`src/design/tcc_pkg.sv`:
```
`timescale 1ns / 1ps
// ----------------------------------------------------------------------------
// tcc_pkg
// Shared widths, constants and types of the four-channel compare/capture timer.
// ----------------------------------------------------------------------------
package tcc_pkg;

  localparam int COUNT_WIDTH  = 32;
  localparam int NUM_CH       = 4;
  localparam int ADDR_WIDTH   = 8;
  localparam int DATA_WIDTH   = 32;
  localparam logic [ADDR_WIDTH-1:0] CC_BASE_ADDR = 8'd0;

  typedef logic [COUNT_WIDTH-1:0] cnt_t;
  typedef logic [NUM_CH-1:0]      ch_mask_t;
  typedef logic [ADDR_WIDTH-1:0]  addr_t;
  typedef logic [DATA_WIDTH-1:0]  data_t;

  // address of compare channel n on the register bus
  function automatic addr_t cc_addr(input int unsigned n);
    cc_addr = CC_BASE_ADDR + ADDR_WIDTH'(n);
  endfunction

endpackage

```
`src/design/tcc_in_if.sv`:
```
`timescale 1ns / 1ps
// ----------------------------------------------------------------------------
// tcc_in_if
// Tick channel into the timer: one item per clock tick with tasks and bus write.
// ----------------------------------------------------------------------------
interface tcc_in_if;
  logic                    valid;
  logic                    ready;
  logic                    us_pulse;
  logic                    start_task;
  logic                    stop_task;
  logic                    clear_task;
  tcc_pkg::ch_mask_t       capture_tasks;
  logic                    bus_select;
  logic                    bus_write;
  tcc_pkg::addr_t          write_address;
  tcc_pkg::data_t          write_data;

  modport source (
    output valid, us_pulse, start_task, stop_task, clear_task, capture_tasks,
           bus_select, bus_write, write_address, write_data,
    input  ready
  );

  modport sink (
    input  valid, us_pulse, start_task, stop_task, clear_task, capture_tasks,
           bus_select, bus_write, write_address, write_data,
    output ready
  );
endinterface

```
`src/design/tcc_out_if.sv`:
```
`timescale 1ns / 1ps
// ----------------------------------------------------------------------------
// tcc_out_if
// Result channel of the timer: compare events, count and running flag per tick.
// ----------------------------------------------------------------------------
interface tcc_out_if;
  logic                    valid;
  logic                    ready;
  tcc_pkg::ch_mask_t       compare_events;
  logic [31:0]             count_value;
  logic                    running;

  modport source (
    output valid, compare_events, count_value, running,
    input  ready
  );

  modport sink (
    input  valid, compare_events, count_value, running,
    output ready
  );
endinterface

```
`src/design/timer_compare_capture_4ch_core.sv`:
```
`timescale 1ns / 1ps
// ----------------------------------------------------------------------------
// timer_compare_capture_4ch_core
// Cycle-exact timer with start/stop/clear tasks and four compare/capture regs.
// ----------------------------------------------------------------------------
// usage
//   in_chan  : one item per timer tick (us pulse, task pulses, capture mask,
//              one register bus write). accepted when valid and ready are high.
//   out_chan : one item per accepted tick: compare events, count and running
//              flag as they stood before that tick's update.
//   result   : the result is registered, it appears in the cycle after the tick
//              is accepted.
//   rate     : one tick per cycle while results are taken (see stall); each
//              tick is handled by the compare and next-state logic between
//              the state registers and the result register.
//   stall    : a waiting result is held in the result register; the next tick
//              is still taken in the cycle the receiver takes that result, so
//              in_chan.ready falls only while a result sits and out ready is low.
//   reset    : rst_n (synchronous, active low) stops the timer, clears the
//              counter, the pending task flags, all compare registers and the
//              result valid flag.
// ----------------------------------------------------------------------------
module timer_compare_capture_4ch_core (
  input  logic         clk,
  input  logic         rst_n,
  tcc_in_if.sink       in_chan,
  tcc_out_if.source    out_chan
);

  logic                start_pend_r, start_pend_nxt;
  logic                stop_pend_r,  stop_pend_nxt;
  logic                clear_pend_r, clear_pend_nxt;
  logic                run_r,        run_nxt;
  tcc_pkg::cnt_t       cnt_r,        cnt_nxt;
  tcc_pkg::cnt_t       cc_r   [tcc_pkg::NUM_CH];
  tcc_pkg::cnt_t       cc_nxt [tcc_pkg::NUM_CH];

  logic                out_valid_r;
  tcc_pkg::ch_mask_t   out_events_r, out_events_nxt;
  logic [31:0]         out_count_r;
  logic                out_run_r;

  logic                accept;
  logic                bus_wr;
  tcc_pkg::cnt_t       wr_data;

  assign in_chan.ready = !out_valid_r || out_chan.ready;
  assign accept        = in_chan.valid && in_chan.ready;
  assign bus_wr        = in_chan.bus_select && in_chan.bus_write;
  assign wr_data       = in_chan.write_data[tcc_pkg::COUNT_WIDTH-1:0];

  always_comb begin
    // pending flags act on their old value at the us pulse
    run_nxt = run_r;
    if (start_pend_r && in_chan.us_pulse) begin
      run_nxt = 1'b1;
    end else if (stop_pend_r && in_chan.us_pulse) begin
      run_nxt = 1'b0;
    end

    cnt_nxt = cnt_r;
    if (run_r) begin
      if (clear_pend_r && in_chan.us_pulse) begin
        cnt_nxt = '0;
      end else begin
        cnt_nxt = cnt_r + tcc_pkg::COUNT_WIDTH'(1);
      end
    end

    start_pend_nxt = in_chan.start_task || (!in_chan.us_pulse && start_pend_r);
    stop_pend_nxt  = in_chan.stop_task  || (!in_chan.us_pulse && stop_pend_r);
    clear_pend_nxt = in_chan.clear_task || (!in_chan.us_pulse && clear_pend_r);

    for (int n = 0; n < tcc_pkg::NUM_CH; n++) begin
      out_events_nxt[n] = run_r && (cc_r[n] == cnt_r);
      // bus write wins over capture
      if (bus_wr && (in_chan.write_address == tcc_pkg::cc_addr(n))) begin
        cc_nxt[n] = wr_data;
      end else if (in_chan.capture_tasks[n]) begin
        cc_nxt[n] = cnt_r;
      end else begin
        cc_nxt[n] = cc_r[n];
      end
    end
  end

  always_ff @(posedge clk) begin
    if (!rst_n) begin
      start_pend_r <= 1'b0;
      stop_pend_r  <= 1'b0;
      clear_pend_r <= 1'b0;
      run_r        <= 1'b0;
      cnt_r        <= '0;
      for (int n = 0; n < tcc_pkg::NUM_CH; n++) begin
        cc_r[n] <= '0;
      end
    end else if (accept) begin
      start_pend_r <= start_pend_nxt;
      stop_pend_r  <= stop_pend_nxt;
      clear_pend_r <= clear_pend_nxt;
      run_r        <= run_nxt;
      cnt_r        <= cnt_nxt;
      for (int n = 0; n < tcc_pkg::NUM_CH; n++) begin
        cc_r[n] <= cc_nxt[n];
      end
    end
  end

  always_ff @(posedge clk) begin
    if (!rst_n) begin
      out_valid_r <= 1'b0;
    end else if (accept) begin
      out_valid_r <= 1'b1;
    end else if (out_chan.ready) begin
      out_valid_r <= 1'b0;
    end
  end

  always_ff @(posedge clk) begin
    if (accept) begin
      out_events_r <= out_events_nxt;
      out_count_r  <= 32'(cnt_r);
      out_run_r    <= run_r;
    end
  end

  assign out_chan.valid          = out_valid_r;
  assign out_chan.compare_events = out_events_r;
  assign out_chan.count_value    = out_count_r;
  assign out_chan.running        = out_run_r;

endmodule
```
`src/flat_wrapper.sv`:
```
// flat-port wrapper written by rule: the top's interface ports become plain ports
module timer_compare_capture_4ch_core_flat 
  (clk, rst_n, in_chan_valid, in_chan_us_pulse, in_chan_start_task, in_chan_stop_task, in_chan_clear_task, in_chan_capture_tasks, in_chan_bus_select, in_chan_bus_write, in_chan_write_address, in_chan_write_data, in_chan_ready, out_chan_valid, out_chan_compare_events, out_chan_count_value, out_chan_running, out_chan_ready);
  tcc_in_if in_chan_i ();
  tcc_out_if out_chan_i ();
  input  logic clk;
  input  logic rst_n;
  input wire logic [$bits(in_chan_i.valid)-1:0] in_chan_valid;
  input wire logic [$bits(in_chan_i.us_pulse)-1:0] in_chan_us_pulse;
  input wire logic [$bits(in_chan_i.start_task)-1:0] in_chan_start_task;
  input wire logic [$bits(in_chan_i.stop_task)-1:0] in_chan_stop_task;
  input wire logic [$bits(in_chan_i.clear_task)-1:0] in_chan_clear_task;
  input wire logic [$bits(in_chan_i.capture_tasks)-1:0] in_chan_capture_tasks;
  input wire logic [$bits(in_chan_i.bus_select)-1:0] in_chan_bus_select;
  input wire logic [$bits(in_chan_i.bus_write)-1:0] in_chan_bus_write;
  input wire logic [$bits(in_chan_i.write_address)-1:0] in_chan_write_address;
  input wire logic [$bits(in_chan_i.write_data)-1:0] in_chan_write_data;
  output wire logic [$bits(in_chan_i.ready)-1:0] in_chan_ready;
  output wire logic [$bits(out_chan_i.valid)-1:0] out_chan_valid;
  output wire logic [$bits(out_chan_i.compare_events)-1:0] out_chan_compare_events;
  output wire logic [$bits(out_chan_i.count_value)-1:0] out_chan_count_value;
  output wire logic [$bits(out_chan_i.running)-1:0] out_chan_running;
  input wire logic [$bits(out_chan_i.ready)-1:0] out_chan_ready;
  assign in_chan_i.valid = in_chan_valid;
  assign in_chan_i.us_pulse = in_chan_us_pulse;
  assign in_chan_i.start_task = in_chan_start_task;
  assign in_chan_i.stop_task = in_chan_stop_task;
  assign in_chan_i.clear_task = in_chan_clear_task;
  assign in_chan_i.capture_tasks = in_chan_capture_tasks;
  assign in_chan_i.bus_select = in_chan_bus_select;
  assign in_chan_i.bus_write = in_chan_bus_write;
  assign in_chan_i.write_address = in_chan_write_address;
  assign in_chan_i.write_data = in_chan_write_data;
  assign in_chan_ready = in_chan_i.ready;
  assign out_chan_valid = out_chan_i.valid;
  assign out_chan_compare_events = out_chan_i.compare_events;
  assign out_chan_count_value = out_chan_i.count_value;
  assign out_chan_running = out_chan_i.running;
  assign out_chan_i.ready = out_chan_ready;
  timer_compare_capture_4ch_core u_core (.clk(clk), .rst_n(rst_n), .in_chan(in_chan_i), .out_chan(out_chan_i));
endmodule
```
`config.mk`:
```
export PLATFORM = sky130hd
export DESIGN_NAME = timer_compare_capture_4ch_core_flat
export DESIGN_NICKNAME = d
export VERILOG_FILES = /design/src/design/tcc_pkg.sv /design/src/design/tcc_in_if.sv /design/src/design/tcc_out_if.sv /design/src/design/timer_compare_capture_4ch_core.sv /design/src/flat_wrapper.sv
export SDC_FILE = /design/constraint.sdc
export NUM_CORES = 1
export LEC_CHECK = 0
export BUFFER_PORTS_ARGS = -buffer_cell sky130_fd_sc_hd__buf_2
export CORE_MARGIN = 2
export CORE_UTILIZATION = 45
export DETAILED_ROUTE_END_ITERATION = 8
export PLACE_DENSITY = 0.66
export SLEW_MARGIN = 25
export SYNTH_ARGS = -nofsm -noshare
export SYNTH_HDL_FRONTEND = slang
export SYNTH_SLANG_ARGS = --single-unit
```
`constraint.sdc`:
```
create_clock -name clk -period 4.1 [get_ports clk]
set_input_delay 1.025 -clock clk [delete_from_list [all_inputs] [get_ports clk]]
set_output_delay 1.025 -clock clk [all_outputs]
set_load 0.01 [all_outputs]
```
==> flow_summary.ini <==
[status]
status = finished, final reports clean

[cts]
cts_tree = yes
hold_buffers = 0
cts_buffers = 22
path_clk_slew_ns = 0.06
cts_resized = 0
clockBufferDepth = 3
root_buffer = clkbuf_16
cts.sinks = 202
h-tree-depth = 1
cts_setup_buffers = 0
clkLatencyLatePin_ns = 0.50

[floorplan]
die_w_um = 154
row_count = 54
fp.dieArea_mm2 = 0.0238
die_h_um = 154
pin_count = 93
core-area_mm2 = 0.0220
start_util_pct = 46.2

[pwr]
powerDensity_mw_per_mm2 = 383
total_power_w = 0.00443
ir_drop_uv = 208
p_leak_nw = 3.75

[yosys]
syn_nets = 1034
synthDistinctLibCells = 39
seq_area_frac_synth_pct = 56.0
ys.flop_type = edfxtp_1
synth_area_per_cell_um2 = 10.4
async_reset_ff_share_pct = 0
synth_edf_count = 165
netlist_area_mm2 = 0.0102
syn-instance-count = 979
synth_seq_cells = 202
ys_warn_count = 0

[route]
vias = 7547
drt_wl_total_um = 27700
avgRoutedWirePerCell_um = 20.6
ant_nets = 0
first_pass_iters = 5
vias_per_cell = 5.62
drtIter0Drc = 621
drc = 0

[sta]
tns_ns = 0
setup_viol = 0
hold_violations = 0
final.min_clock_period_ns = 3.00
clock_skew_ns = 0.00681
drv_slew = 0
rsz0062_at_grt = false
slew_headroom_pct = 49.4
fmax_ghz = 0.334
period_share_pct = 73.1
tightest_slew_ns = 0.758

[setup_path]
cp_slowest_cell = nor2b_1
critPathMaxStageDelay_ns = 0.47
r2r-start = u_core.cnt_r[0]
rr_worst_depth = 5
start_kind = primary input
rrSetupSlack_ns = 1.57
path_max_fanout = 4
cp_num_buf_inv = 3
endpoint_kind = output pin
worstPathArrival_ns = 1.97
path_class = in -> out
path_cells = buf_2 > nor2b_1 > inv_1 > buf_2
rr_endpoint = u_core.out_chan.compare_events[0]
crit_path_frequent_cell = buf_2
cp.required_ns = 3.07
path_delay_family = buffers and inverters

[grt]
use_met3_pct = 2.83
grt_pass1_vias = 7132
grt-ovfl-total = 0
grt_pass1_wl_um = 42300
grt_max_degree = 49
grt.busiest_layer = met2
antenna_found_initial = 0
grt_usage_pct = 23.2
met2_usage_pct = 37.7
grtUsageMet1_pct = 33.0

[layout]
n_fill_cell = 1980
diodes = 0
syn_to_final_growth_pct = 13.7
finalNetCount = 1106
drive_gt1_share_pct = 15.6

[min_path]
whs_endpoint = u_core.out_chan.count_value[16]
min_path_cells = 0
worstHoldStart = u_core.cnt_r[16]
min_path_type = reg -> reg

[run]
drv_cap = 0

[placed_design]
gp_congestion = 0.830
dp_hpwl_um = 19000
port-buffer-count = 92
report_power, final:
group | internal [W] | leakage [nW] | switching, W
clock | 0.00104 | 0.318 | 0.000778
combinational | 0.0000971 | 1.41 | 0.000181
sequential | 0.00230 | 2.02 | 0.0000362
routing by layer:
layer | vias up | part of all wire (%) | wire, um
met5 | - | 0 | 0
met4 | 0 | 2.5 | 700
met3 | 47 | 7.6 | 2110
met2 | 344 | 47 | 13000
met1 | 3634 | 43 | 11900
li1 | 3522 | - | -
worst max path at each step:
stage                                  start  depth (start not counted)                  to
finish                        out_chan_ready                          4       in_chan_ready
global route                  out_chan_ready                          4       in_chan_ready
detailed placement  in_chan_write_address[5]                          8  u_core.cc_r[0][22]
CTS                           out_chan_ready                          4       in_chan_ready
floorplan                     out_chan_ready                          5   u_core.cc_r[1][0]
global placement    in_chan_write_address[5]                          8  u_core.cc_r[0][22]
layout make-up:
| cell class | instances | area [um2] | area share (%) |
|---|---|---|---|
| Sequential cell | 202 | 5700 | 49.3 |
| Timing Repair Buffer | 127 | 748 | 6.47 |
| Clock buffer | 30 | 612 | 5.29 |
| Tap cell | 280 | 350 | 3.03 |
| Clock inverter | 7 | 31.3 | 0.271 |
| Multi-Input combinational cell | 690 | 4090 | 35.4 |
| Inverter | 8 | 30.0 | 0.260 |
sequential cells by signal, summed over array words and instances, names as in the netlist:
| register | flops |
|---|---|
| u_core.out_chan.valid | 1 |
| u_core.run_r | 1 |
| u_core.cc_r | 128 |
| u_core.start_pend_r | 1 |
| u_core.out_chan.count_value | 32 |
| u_core.clear_pend_r | 1 |
| u_core.out_chan.compare_events | 4 |
| u_core.cnt_r | 32 |
| u_core.stop_pend_r | 1 |
| u_core.out_chan.running | 1 |
layout by cell type, fill, tap and decap left out, types with 3 or more instances in the layout:
cell / count
or3_1: 3
clkinv_2: 4
and3_1: 11
xor2_1: 36
clkbuf_16: 23
nor2b_1: 5
nor3_1: 4
clkbuf_1: 6
nor4_1: 15
o21ai_0: 4
o21ai_1: 3
nand2_1: 211
inv_1: 8
edfxtp_1: 165
nand3_1: 12
and2_1: 3
xnor2_1: 117
a22oi_1: 3
clkinv_1: 3
nor2_1: 66
dfxtp_1: 37
a21oi_1: 99
buf_4: 33
mux2i_1: 33
buf_2: 92
nand4_1: 44
worst reg2reg max path, cell delays in order, from the launching register on:
cell	delay, ns
dfxtp_1	0.78
xnor2_1	0.23
nand4_1	0.15
nor4_1	0.26
nand4_1	0.15
nor4_1	0.67
synthesized netlist by cell type (2+ instances only):
cell | number | share of area, %
and3_1 | 11 | 0.68
nor2_1 | 67 | 2.5
nand3b_1 | 2 | 0.15
o21ai_1 | 4 | 0.20
mux2i_1 | 33 | 3.2
nand2_1 | 212 | 7.8
nor4_1 | 15 | 0.92
and4_1 | 2 | 0.17
inv_1 | 8 | 0.30
xor2_1 | 36 | 3.1
nor2b_1 | 5 | 0.31
and2_1 | 3 | 0.18
a22oi_1 | 3 | 0.22
dfxtp_1 | 37 | 7.3
nand4_1 | 44 | 2.7
buf_6 | 5 | 0.55
or3_1 | 3 | 0.18
nand3_1 | 12 | 0.59
buf_4 | 2 | 0.15
buf_1 | 6 | 0.22
buf_2 | 32 | 1.6
nand4_2 | 2 | 0.25
a21oi_1 | 99 | 4.9
nor3b_2 | 2 | 0.25
xnor2_1 | 117 | 10
clkbuf_1 | 34 | 1.3
edfxtp_1 | 165 | 49
nor3_1 | 4 | 0.20
o21ai_0 | 4 | 0.20
cell families after synthesis:
| family | share of synthesized area (%) |
|---|---|
| buf+inv | 4.05 |
| fa+ha+maj | 0.123 |
| xor+xnor | 13.2 |
| mux | 3.25 |
| simple gates | 17.5 |
| compound gates | 5.91 |
| flops | 56.0 |
stage by stage:
stage               hold slack (ns)  worst slack [ns]  instances  util [%]  instance area, um2
finish                        0.431              1.10       1344      52.5               11600
global route                  0.451             0.973       1344      52.5               11600
floorplan                     0.403             0.131        979         -               10200
global placement              0.417             0.979       1307      49.6               10900
CTS                           0.437              1.11       1344      52.5               11600
detailed placement            0.419             0.916       1307      49.6               10900
Power figures use the tool's default switching activity.
